## config.mk

```make
export PLATFORM = sky130hd
export DESIGN_NAME = multitouch_slot_tracker_unit
export DESIGN_NICKNAME = d
export VERILOG_FILES = /design/src/mst_pkg.sv /design/src/multitouch_slot_tracker_unit.sv /design/src/mst_slot_store.sv /design/src/mst_active_check.sv
export SDC_FILE = /design/constraint.sdc
export NUM_CORES = 1
export LEC_CHECK = 0
export BUFFER_PORTS_ARGS = -buffer_cell sky130_fd_sc_hd__buf_2
export CORE_MARGIN = 2
export CORE_UTILIZATION = 35
export DETAILED_ROUTE_END_ITERATION = 6
export PLACE_DENSITY = 0.6
export SKIP_LAST_GASP = 1
export SLEW_MARGIN = 20
export SYNTH_ARGS = -nofsm -noshare
export SYNTH_HDL_FRONTEND = slang
export SYNTH_SLANG_ARGS = --single-unit
```

## constraint.sdc

```tcl
create_clock -name aclk -period 6.2 [get_ports aclk]
set_clock_uncertainty 0.2 [all_clocks]
set_input_delay 1.24 -clock aclk [delete_from_list [all_inputs] [get_ports aclk]]
set_output_delay 1.24 -clock aclk [all_outputs]
set_load 0.1 [all_outputs]
```

## src/mst_pkg.sv

```systemverilog
`timescale 1ns / 1ps
// ----------------------------------------------------------------------------
// mst_pkg: shared types and constants of the multitouch slot tracker
// Event codes, field widths and the slot record types that pass between the
// slot store, the activity check and the top level.
// ----------------------------------------------------------------------------
package mst_pkg;

    // Slot count and index width
    localparam int SLOTS  = 4;
    localparam int SLOT_W = 2;

    // Field widths
    localparam int OP_W    = 5;
    localparam int CODE_W  = 10;
    localparam int VALUE_W = 32;
    localparam int POS_W   = 16;
    localparam int DIM_W   = 16;

    // Event types
    localparam logic [OP_W-1:0] OP_SYNC = 5'd0;
    localparam logic [OP_W-1:0] OP_KEY  = 5'd1;
    localparam logic [OP_W-1:0] OP_ABS  = 5'd3;

    // Event codes
    localparam logic [CODE_W-1:0] CODE_SLOT  = 10'd47;
    localparam logic [CODE_W-1:0] CODE_POS_X = 10'd53;
    localparam logic [CODE_W-1:0] CODE_POS_Y = 10'd54;
    localparam logic [CODE_W-1:0] CODE_TRACK = 10'd57;
    localparam logic [CODE_W-1:0] CODE_TOUCH = 10'd330;

    // Register indexes
    localparam logic CFG_WIDTH  = 1'b0;
    localparam logic CFG_HEIGHT = 1'b1;

    localparam logic [VALUE_W-1:0] NO_VALUE = '1;

    // One incoming event
    typedef struct packed {
        logic               valid;
        logic [OP_W-1:0]    op;
        logic [CODE_W-1:0]  code;
        logic [VALUE_W-1:0] value;
    } event_t;

    // Stored state of one slot; a position keeps only a flag for
    // "fits in 0..65535" plus its low bits
    typedef struct packed {
        logic [VALUE_W-1:0] track_id;
        logic               pressed;
        logic               x_ok;
        logic [POS_W-1:0]   x;
        logic               y_ok;
        logic [POS_W-1:0]   y;
    } slot_rec_t;

    // Result of the activity check
    typedef struct packed {
        logic             active;
        logic [POS_W-1:0] pos_x;
        logic [POS_W-1:0] pos_y;
    } chk_res_t;

endpackage

```

## src/multitouch_slot_tracker_unit.sv

```systemverilog
`timescale 1ns / 1ps
// ----------------------------------------------------------------------------
// multitouch_slot_tracker_unit: protocol B multitouch slot tracker
// Tracks up to four touch contacts from evdev-style events and emits a
// per-slot snapshot on sync and on contact release.
// ----------------------------------------------------------------------------
// An event is taken when s_tvalid and s_tready are both high and updates the
// slot state at once. Events that cause no record leave the block ready on
// the next cycle. A sync event, or a tracking id of -1, starts a snapshot: a
// small sequencer walks the four slots through one shared bounds compare
// unit, one slot per cycle while the output side accepts, and writes each
// record into the output register. Such an event keeps s_tready low until
// the final slot's record is loaded, so output stalls lengthen it; tlast
// marks that record. No new request is taken during a snapshot. The user
// must write display width and height through the register port only while
// the block is idle (the block does not enforce this); they reset to 1920 and 1080.
module multitouch_slot_tracker_unit
    import mst_pkg::*;
(
    input  logic             aclk,
    input  logic             aresetn,
    // Register write port
    input  logic             cfg_wr_en,
    input  logic             cfg_addr,
    input  logic [DIM_W-1:0] cfg_wdata,
    // Event requests
    input  logic             s_tvalid,
    output logic             s_tready,
    input  logic [47:0]      s_tdata,   // op[4:0], code[14:5], value[46:15], zero pad
    // Slot records
    output logic             m_tvalid,
    input  logic             m_tready,
    output logic [71:0]      m_tdata,   // slot_index[1:0], active[2], track_id[34:3],
                                        // pressed[35], pos_x[51:36], pos_y[67:52], pad
    output logic             m_tlast
);

    localparam logic ST_IDLE = 1'b0;
    localparam logic ST_EMIT = 1'b1;

    logic              state_reg, state_next;
    logic [SLOT_W-1:0] cnt_reg, cnt_next;
    logic [DIM_W-1:0]  width_reg, height_reg;

    logic              out_valid_reg, out_valid_next;
    logic [71:0]       out_data_reg;
    logic              out_last_reg;

    event_t            evt;
    logic              snap_req;
    slot_rec_t         rd_rec;
    chk_res_t          chk;
    logic              out_load;
    logic              cnt_last;

    // Request decode
    assign s_tready  = (state_reg == ST_IDLE);
    assign evt.valid = s_tvalid && s_tready;
    assign evt.op    = s_tdata[4:0];
    assign evt.code  = s_tdata[14:5];
    assign evt.value = s_tdata[46:15];

    mst_slot_store u_store (
        .aclk     (aclk),
        .aresetn  (aresetn),
        .evt      (evt),
        .snap_req (snap_req),
        .rd_slot  (cnt_reg),
        .rd_rec   (rd_rec)
    );

    mst_active_check u_check (
        .rec    (rd_rec),
        .disp_w (width_reg),
        .disp_h (height_reg),
        .res    (chk)
    );

    // Display registers
    always_ff @(posedge aclk) begin
        if (!aresetn) begin
            width_reg  <= DIM_W'(1920);
            height_reg <= DIM_W'(1080);
        end else if (cfg_wr_en) begin
            unique case (cfg_addr)
                CFG_WIDTH:  width_reg  <= cfg_wdata;
                CFG_HEIGHT: height_reg <= cfg_wdata;
                default: begin
                end
            endcase
        end
    end

    // Snapshot sequencer
    assign out_load = (state_reg == ST_EMIT) && (!out_valid_reg || m_tready);
    assign cnt_last = (cnt_reg == SLOT_W'(SLOTS - 1));

    always_comb begin
        state_next = state_reg;
        cnt_next   = cnt_reg;
        unique case (state_reg)
            ST_IDLE: begin
                cnt_next = '0;
                if (snap_req) begin
                    state_next = ST_EMIT;
                end
            end
            ST_EMIT: begin
                if (out_load) begin
                    cnt_next = cnt_reg + SLOT_W'(1);
                    if (cnt_last) begin
                        state_next = ST_IDLE;
                    end
                end
            end
            default: begin
                state_next = ST_IDLE;
            end
        endcase
    end

    always_ff @(posedge aclk) begin
        if (!aresetn) begin
            state_reg <= ST_IDLE;
            cnt_reg   <= '0;
        end else begin
            state_reg <= state_next;
            cnt_reg   <= cnt_next;
        end
    end

    // Output register
    always_comb begin
        out_valid_next = out_valid_reg;
        if (out_load) begin
            out_valid_next = 1'b1;
        end else if (m_tready) begin
            out_valid_next = 1'b0;
        end
    end

    always_ff @(posedge aclk) begin
        if (!aresetn) begin
            out_valid_reg <= 1'b0;
        end else begin
            out_valid_reg <= out_valid_next;
        end
    end

    always_ff @(posedge aclk) begin
        if (out_load) begin
            out_data_reg <= {4'b0, chk.pos_y, chk.pos_x, rd_rec.pressed,
                             rd_rec.track_id, chk.active, cnt_reg};
            out_last_reg <= cnt_last;
        end
    end

    assign m_tvalid = out_valid_reg;
    assign m_tdata  = out_data_reg;
    assign m_tlast  = out_last_reg;

endmodule

```

## src/mst_slot_store.sv

```systemverilog
`timescale 1ns / 1ps
// ----------------------------------------------------------------------------
// mst_slot_store: selected slot and per-slot contact state
// Applies one event to the state and flags the events that trigger a
// snapshot; serves one slot at a time to the activity check.
// ----------------------------------------------------------------------------
module mst_slot_store
    import mst_pkg::*;
(
    input  logic              aclk,
    input  logic              aresetn,
    input  event_t            evt,
    output logic              snap_req,
    input  logic [SLOT_W-1:0] rd_slot,
    output slot_rec_t         rd_rec
);

    logic [SLOT_W-1:0] sel_reg, sel_next;
    slot_rec_t         slot_reg  [SLOTS];
    slot_rec_t         slot_next [SLOTS];
    slot_rec_t         cur;
    logic              fits16;

    // value is a non-negative 16-bit position
    assign fits16 = (evt.value[VALUE_W-1:POS_W] == '0);

    // Event decode and update of the selected slot
    always_comb begin
        sel_next = sel_reg;
        snap_req = 1'b0;
        for (int k = 0; k < SLOTS; k++) begin
            slot_next[k] = slot_reg[k];
        end
        cur = slot_reg[sel_reg];
        if (evt.valid) begin
            unique case (evt.op)
                OP_SYNC: begin
                    snap_req = 1'b1;
                end
                OP_ABS: begin
                    if (evt.code == CODE_SLOT) begin
                        if (evt.value < VALUE_W'(SLOTS)) begin
                            sel_next = evt.value[SLOT_W-1:0];
                        end
                    end else if (evt.code == CODE_TRACK) begin
                        cur.track_id = evt.value;
                        if (evt.value == NO_VALUE) begin
                            cur.x_ok    = 1'b0;
                            cur.x       = '1;
                            cur.y_ok    = 1'b0;
                            cur.y       = '1;
                            cur.pressed = 1'b0;
                            snap_req    = 1'b1;
                        end
                    end else if (evt.code == CODE_POS_X) begin
                        cur.x_ok = fits16;
                        cur.x    = evt.value[POS_W-1:0];
                    end else if (evt.code == CODE_POS_Y) begin
                        cur.y_ok = fits16;
                        cur.y    = evt.value[POS_W-1:0];
                    end
                end
                OP_KEY: begin
                    if (evt.code == CODE_TOUCH) begin
                        cur.pressed = (evt.value != '0);
                        if (evt.value == '0) begin
                            cur.x_ok     = 1'b0;
                            cur.x        = '1;
                            cur.y_ok     = 1'b0;
                            cur.y        = '1;
                            cur.track_id = NO_VALUE;
                        end
                    end
                end
                default: begin
                end
            endcase
            slot_next[sel_reg] = cur;
        end
    end

    // State registers
    always_ff @(posedge aclk) begin
        if (!aresetn) begin
            sel_reg <= '0;
            for (int k = 0; k < SLOTS; k++) begin
                slot_reg[k] <= '{track_id: NO_VALUE, pressed: 1'b0, x_ok: 1'b0,
                                 x: '1, y_ok: 1'b0, y: '1};
            end
        end else begin
            sel_reg <= sel_next;
            for (int k = 0; k < SLOTS; k++) begin
                slot_reg[k] <= slot_next[k];
            end
        end
    end

    assign rd_rec = slot_reg[rd_slot];

endmodule

```

## src/mst_active_check.sv

```systemverilog
`timescale 1ns / 1ps
// ----------------------------------------------------------------------------
// mst_active_check: shared bounds compare unit
// Decides for one slot whether its contact is tracked and on screen, and
// masks the position when it is not.
// ----------------------------------------------------------------------------
module mst_active_check
    import mst_pkg::*;
(
    input  slot_rec_t        rec,
    input  logic [DIM_W-1:0] disp_w,
    input  logic [DIM_W-1:0] disp_h,
    output chk_res_t         res
);

    logic in_x, in_y;

    assign in_x = rec.x_ok && (rec.x < disp_w);
    assign in_y = rec.y_ok && (rec.y < disp_h);

    // Tracked and inside both dimensions
    assign res.active = (rec.track_id != NO_VALUE) && in_x && in_y;
    assign res.pos_x  = res.active ? rec.x : '0;
    assign res.pos_y  = res.active ? rec.y : '0;

endmodule
```

==> metrics.md, run 1 <==
| Metric | Value |
|---|---|
| Status | completed |
| N_diodes | 0 |
| Min Clock Period, post-route | ~4.4 ns |
| Share of layout cells above drive strength 1 | around 22% |
| Reg clk slew, reported paths | roughly 0.060 ns |
| CP endpoint kind | flop |
| Vias in the first global route | 12686 |
| Initial Util | about 35% |
| Seq pwr share | a little under half |
| CP max stage delay | about 0.9 ns |
| Synthesized cell area | roughly 17000 um^2 |
| Hold Vio Cnt, Final | 0 |
| Synth area leader | dfxtp_1 |
| Overall fraction of global-route tracks in use | 19.1% |
| Number of synthesized flops with an enable pin | between 60 and 70 |
| Vias | about 13000 |
| Max_cap viols | 0 |
| Crit start category | input pin |
| Largest net degree at the start of global routing | 151 |
| First-pass GRT wire length | 74500 um |
| Die outline area | between 50000 and 60000 um^2 |
| Setup TNS | 0 ns |
| Pleak | around 6.3 nW |
| Longest Clk Path Bufs | 3 |
| Post-DRT Antenna Nets | 0 |
| Worst-Margin Slew | roughly 1.1 ns |
| Ys flop type | dfxtp_1 |
| #FFs+latches synth | roughly 380 |
| Comb pwr share | 7.3% |
| Max reg flops | around 270 |
| Final instance area | a little under 20000 um^2 |
| Post-synth top area share | between 30% and 40% |
| Yosys warns | 0 |
| Die Y | 224 um |
| F_max | ~0.23 GHz |
| Switching part of the total | approximately a quarter |
| NetSw | between 1 and 1.5 mW |
| # hold bufs at CTS | 0 |
| CP cell instances | buf_2, nor4b_1, nand4_1, or4b_1, a22oi_2, o22ai_1, o21ai_0 |
| Critical Path RT | approximately 6.5 ns |
| Share of flip-flops with an asynchronous set or reset | 0% |
| Slowest-stage cell, CP | a22oi_2 |
| Most common cell after layout, fill and taps aside | dfxtp_1 |
| Synth Instances | between 1500 and 2000 |
| Root Buffer | clkbuf_16 |
| DR iter-0 viols | approximately 1300 |
| Sequential fraction of the synthesis area | between 40% and 50% |
| DR vias/cell | 5.80 |
| Relative slew slack | between 20% and 30% |
| DRC | 0 |
| Placement Cell Area | 18000 um^2 |
| Placed instance count | roughly 2200 |
| I/O Pins | about 150 |
| Setup Crit Path Kind | in2reg |
| Hold_ws | between 0.2 and 0.3 ns |
| Pint | a little over 4 mW |
| Grt total ovfl | 0 |
| Final setup viols | 0 |
| # port buffers | 139 |
| Synth cell types | between 50 and 60 |
| Commonest non-fill, non-tap cells in the layout | dfxtp_1, a21oi_1, o21ai_0 |
| Placeable Area | 47800 um^2 |
| Peak VDD IR | 186 uV |
| CTS tree | built |
| Worst endpoint data arrival time | between 4 and 5 ns |
| Antenna violations before repair | 3 |
| Worst-Skew Late Latency | 0.55 ns |
| Period utilisation layout | between 70% and 80% |
| Hold/Removal Path Class | reg2reg |
| H-tree levels | 2 |
| Chip width | about 220 um |
| Max Fanout on Critical Path | 17 |
| GPL Wtd Cong | between 0.8 and 0.9 |
| Synth-to-Final Area Change | 14.4% |
| Clock power frac | between 40% and 50% |
| RSZ-0062 raised after global routing | no |
| Synth top area cells | dfxtp_1, mux4_2, edfxtp_1 |
| Fillers | ~4600 |
| Router iterations before antenna repair | 7 |
| Post-CTS Setup Bufs | 0 |
| Resized cells post-CTS | 0 |
| Pins Over Slew Limit | 0 |
| CTS buffer count | 41 |
| Buf/Inv on CP | 1 |
| Post-layout net count | between 1500 and 2000 |
| Pwr/cell area | between 200 and 300 nW/um^2 |
| Avg Inst Size Synth | between 10 and 15 um^2 |
| Fin cells | about 2300 |
| # rows | 80 |
| Delay-heaviest family, CP | simple AND/OR/NAND/NOR gates |
| DP HPWL | 30900 um |
| Final WL | 48800 um |
| Clk sink count | ~380 |
| WL per Instance | between 20 and 25 um |
## synth_stat cells, types with 4 or more instances
cell type	count
buf_4	6
clkbuf_1	116
nand2_1	70
a21o_1	4
nor2_1	15
inv_1	36
dfxtp_1	310
nand4_1	22
nor4_1	10
buf_2	10
o211ai_1	10
nand3_1	13
o21ai_0	261
and2_1	33
o22ai_1	63
a21oi_1	299
ha_1	31
o21ai_1	6
buf_1	11
nor2b_1	4
mux4_2	133
o31ai_1	5
edfxtp_1	69
## final cells by class
cell class              count  area, um^2  area share [%]
flip-flops and latches    379        8290            42.7
well taps                 615         769            3.96
clock inverters            16         106           0.548
repair buffers            157         843            4.34
inverters                  37         146           0.754
multi-input cells        1029        8020            41.3
clock buffers              60        1240            6.40
## routing by layer
metal,up-vias,part of all wire (%),GRT usage [%]
met1,6496,43,26.3
met2,575,46,30.5
li1,6152,-,-
met5,-,0.084,0
met3,77,8.5,4.22
met4,6,2.1,5.15
## stage by stage
step | setup WS [ns] | power, mW | utilization (%)
after floorplan | 1.24 | 2.89 | -
after CTS | 2.02 | 5.46 | 40.5
after global routing | 1.79 | 5.61 | 40.6
final | 1.84 | 5.41 | 40.6
after global placement | 1.52 | 3.01 | 37.7
after detailed placement | 1.46 | 3.02 | 37.7
## power groups by stage
stage	combinational [mW]	sequential [mW]	clock, mW
final	0.397	2.57	2.44
after global routing	0.432	2.58	2.60
after CTS	0.395	2.57	2.49
after detailed placement	0.392	2.63	0
after global placement	0.385	2.62	0
after floorplan	0.234	2.65	0
## tightest hold or removal path, delay by kind of cell, from the launching register on
family | cells | cell delay, ns
and+or+nand+nor | 1 | 0.05
DFF | 1 | 0.30
AOI/OAI and AO/OA | 1 | 0.05
## cells by family (layout without fill, tap and decap cells)
group                      Yosys count  in the layout  share of synthesized area, %
AOI/OAI and AO/OA                  664            664                          20.7
xor gates and xnor gates             1              1                        0.0516
adders and majority gates           31             31                          2.28
buffers and inverters              182            270                          4.32
DFF                                379            379                          48.8
muxes                              136            136                          17.8
other                                1              4                        0.0221
and+or+nand+nor                    193            193                          6.06
## worst paths after layout
kind / to / slack, ns / from / cells after the start
min reg2reg: height_reg[14] / 0.25 / height_reg[14] / 2
min: height_reg[14] / 0.25 / height_reg[14] / 2
max reg2reg: m_tdata[51] / 2.13 / flop / 8
max: u_store.slot_reg[1][9] / 1.84 / s_tdata[4] / 7
No activity file was read; power rests on OpenSTA's default activity.
==> run 2: changes to the inputs <==
ABC_AREA = 1   (was unset)
PLACE_DENSITY = 0.59   (was 0.6)
clock period = 4.44 ns   (was 6.2 ns; I/O delays follow)
==> run 2 against run 1 <==
Against the previous run:
- flip-flop and latch count did not move
- sequential share of layout area shrank 7.2 points
- clock power grew 47%
- combinational power is 140% higher
- design area up 20%
- first-iteration DRC count increased by 75%
- sequential power rose by 40%
- die area rose by 22%
- global-route usage is 4.3 points higher
- total power grew 51%
- register-to-register slack lost 1.4 ns
- core utilization down 0.82 points
- critical endpoint is now m_tdata[49]
==> metrics.md, run 2 <==
| Metric | Value |
|---|---|
| Status | completed |
| Router iterations before antenna repair | 5 (-2) |
| Period utilisation layout | approximately 83% |
| Reg clk slew, reported paths | 0.06 ns (about the same) |
| Setup Crit Path Kind | reg2reg |
| Antenna violations before repair | 3 (unchanged) |
| I/O Pins | 145 (unchanged) |
| Setup TNS | 0 ns (unchanged) |
| # rows | 89 (+11%) |
| # hold bufs at CTS | 0 (unchanged) |
| Most common cell in the netlist | nand2_1 |
| DRC | 0 (unchanged) |
| Vias in the first global route | 18957 (+49%) |
| First-pass GRT wire length | 111000 um (+49%) |
| DP HPWL | 42200 um (+37%) |
| Pwr/cell area | 349 nW/um^2 (+25%) |
| Synthesized cell area | 20800 um^2 (+22%) |
| Yosys warns | 0 (unchanged) |
| Most common cell after layout, fill and taps aside | nand2_1 |
| CP endpoint kind | flop |
| Final WL | 73000 um (+50%) |
| Slowest-stage cell, CP | inv_4 |
| Post-synth top cells | nand2_1, a21oi_1, dfxtp_1 |
| Max reg flops | 268 (unchanged) |
| Max Fanout on Critical Path | 46 (+29) |
| Placeable Area | 58800 um^2 (+23%) |
| Hold Vio Cnt, Final | 0 (unchanged) |
| Hold_ws | 0.260 ns (+0.00579 ns) |
| Avg Inst Size Synth | 6.63 um^2 (-38%) |
| Largest net degree at the start of global routing | 98 (-35%) |
| Worst endpoint data arrival time | 3.76 ns (-0.84 ns) |
| Synth cell types | 38 (-30%) |
| Hold/Removal Path Class | reg2reg |
| Post-CTS Setup Bufs | 0 (unchanged) |
| Final setup viols | 0 (unchanged) |
| Max_cap viols | 0 (unchanged) |
| Root Buffer | clkbuf_16 |
| Die outline area | 61300 um^2 (+22%) |
| Min Clock Period, post-route | between 3 and 4 ns |
| Worst-Margin Slew | 1.11 ns (+0.0329 ns) |
| CTS tree | built |
| Commonest non-fill, non-tap cells in the layout | nand2_1, a21oi_1, dfxtp_1 |
| Post-layout net count | 3236 (+85%) |
| DR vias/cell | 5.32 (-8.3%) |
| Share of flip-flops with an asynchronous set or reset | 0% (unchanged) |
| Synth area leader | dfxtp_1 |
| Fillers | 6267 (+35%) |
| Clk sink count | 379 (unchanged) |
| Combined area of the multi-input logic cells | 10900 um^2 (+36%) |
| Crit start category | flop |
| Share of layout cells above drive strength 1 | 8.78% (-13 points) |
| Longest Clk Path Bufs | 3 (unchanged) |
| H-tree levels | 2 (unchanged) |
| Worst-Skew Late Latency | 0.58 ns (+0.03 ns) |
| Vias | 20997 (+58%) |
| Number of synthesized flops with an enable pin | 69 (unchanged) |
| WL per Instance | 18.5 um (-13%) |
| Peak VDD IR | 215 uV (+15%) |
| Synth top area cells | dfxtp_1, nand2_1, a21oi_1 |
| Sequential fraction of the synthesis area | 39.9% (-8.9 points) |
| Pins Over Slew Limit | 0 (unchanged) |
| Relative slew slack | 26.0% (-2.2 points) |
| Die Y | 248 um (+10%) |
| Grt total ovfl | 0 (unchanged) |
| #FFs+latches synth | 379 (unchanged) |
| # port buffers | 139 (unchanged) |
| Post-synth top area share | 29.9% (-6.7 points) |
| Buf/Inv on CP | 2 (+1) |
| RSZ-0062 raised after global routing | no |
| CP max stage delay | 0.51 ns (-0.41 ns) |
| Pleak | 9.87 nW (+57%) |
| Post-DRT Antenna Nets | 0 (unchanged) |
| Initial Util | 35.3% (-0.17 points) |
| Synth-to-Final Area Change | 12.6% |
| Synth Instances | 3132 (+97%) |
| Delay-heaviest family, CP | simple AND/OR/NAND/NOR gates |
| Critical Path RT | 4.53 ns (-1.92 ns) |
| FF+latch area | 8290 um^2 (unchanged) |
| DR iter-0 viols | 2228 (+75%) |
| F_max | 0.272 GHz |
| Chip width | 248 um (+10%) |
| CP cell instances | inv_4, buf_4, nor2_1, o21ai_0, nand2_1, nor2_1, nand2_1, nor2_1, nand2_1, nand2_1, a21oi_2, nand2_4, nor2_1 |
| Overall fraction of global-route tracks in use | 23.3% (+4.3 points) |
| CTS buffer count | 43 (+4.9%) |
| Ys flop type | dfxtp_1 |
| GPL Wtd Cong | 0.817 (+0.95%) |
| Resized cells post-CTS | 0 (unchanged) |
## run 2: cells by family (layout without fill, tap and decap cells)
| family | after synthesis | after routing | synth area share [%] |
|---|---|---|---|
| simple gates | 1490 | 1490 | 27.8 |
| compound gates | 830 | 830 | 22.4 |
| buf+inv | 401 | 434 | 8.03 |
| flops | 379 | 379 | 39.9 |
| fa+ha+maj | 31 | 31 | 1.87 |
| other cells | 1 | 9 | 0.0181 |
## run 2: power breakdown
| group | internal (mW) | total, mW | switching, mW |
|---|---|---|---|
| clock network | 2.10 | 3.59 | 1.49 |
| logic | 0.298 | 0.951 | 0.653 |
| registers | 3.57 | 3.61 | 0.0419 |
## run 2: per-stage QoR
stage	instance area (um^2)	instances	utilization (%)	setup slack [ns]	total power [mW]
2_1_floorplan	20800	3135	-	0.785	4.34
3_3_place_gp	22000	3863	37.4	0.915	4.62
3_5_place_dp	22000	3863	37.4	0.792	4.63
4_1_cts	23400	3941	39.7	0.765	8.22
5_1_grt	23400	3941	39.7	0.550	8.47
6_report	23400	3946	39.8	0.768	8.16
## run 2: area by class of cell
type | count | area share [%]
Multi-Input combinational cell | 2355 | 46.6
Sequential cell | 379 | 35.5
Clock buffer | 67 | 5.51
Timing Repair Buffer | 188 | 5.08
Tap cell | 773 | 4.14
Inverter | 168 | 2.74
Clock inverter | 11 | 0.434
Antenna cell | 5 | 0.0535
## run 2: final timing paths
check / startpoint / to / slack, ns / depth (start not counted)
worst max register to register: flop / m_tdata[49] / 0.77 / 13
worst max-delay path: flop / m_tdata[49] / 0.77 / 13
worst min-delay path: width_reg[13] / width_reg[13] / 0.26 / 2
worst min register to register: width_reg[13] / width_reg[13] / 0.26 / 2
## run 2: layer usage
layer  vias up  track usage [%]  part of all wire [%]
met5         -                0                0.0096
met4         2             9.67                   3.6
li1      10355                -                     -
met2       836             37.5                    45
met3       140             3.43                   7.8
met1      9664             31.4                    43
## run 2: worst reg2reg max path, stage by stage (launching register included)
cell and delay, ns:
dfxtp_4 0.45, inv_4 0.52, buf_4 0.31, nor2_1 0.04
o21ai_0 0.41, nand2_1 0.10, nor2_1 0.12, nand2_1 0.05
nor2_1 0.24, nand2_1 0.29, nand2_1 0.16, a21oi_2 0.05
nand2_4 0.32, nor2_1 0.12
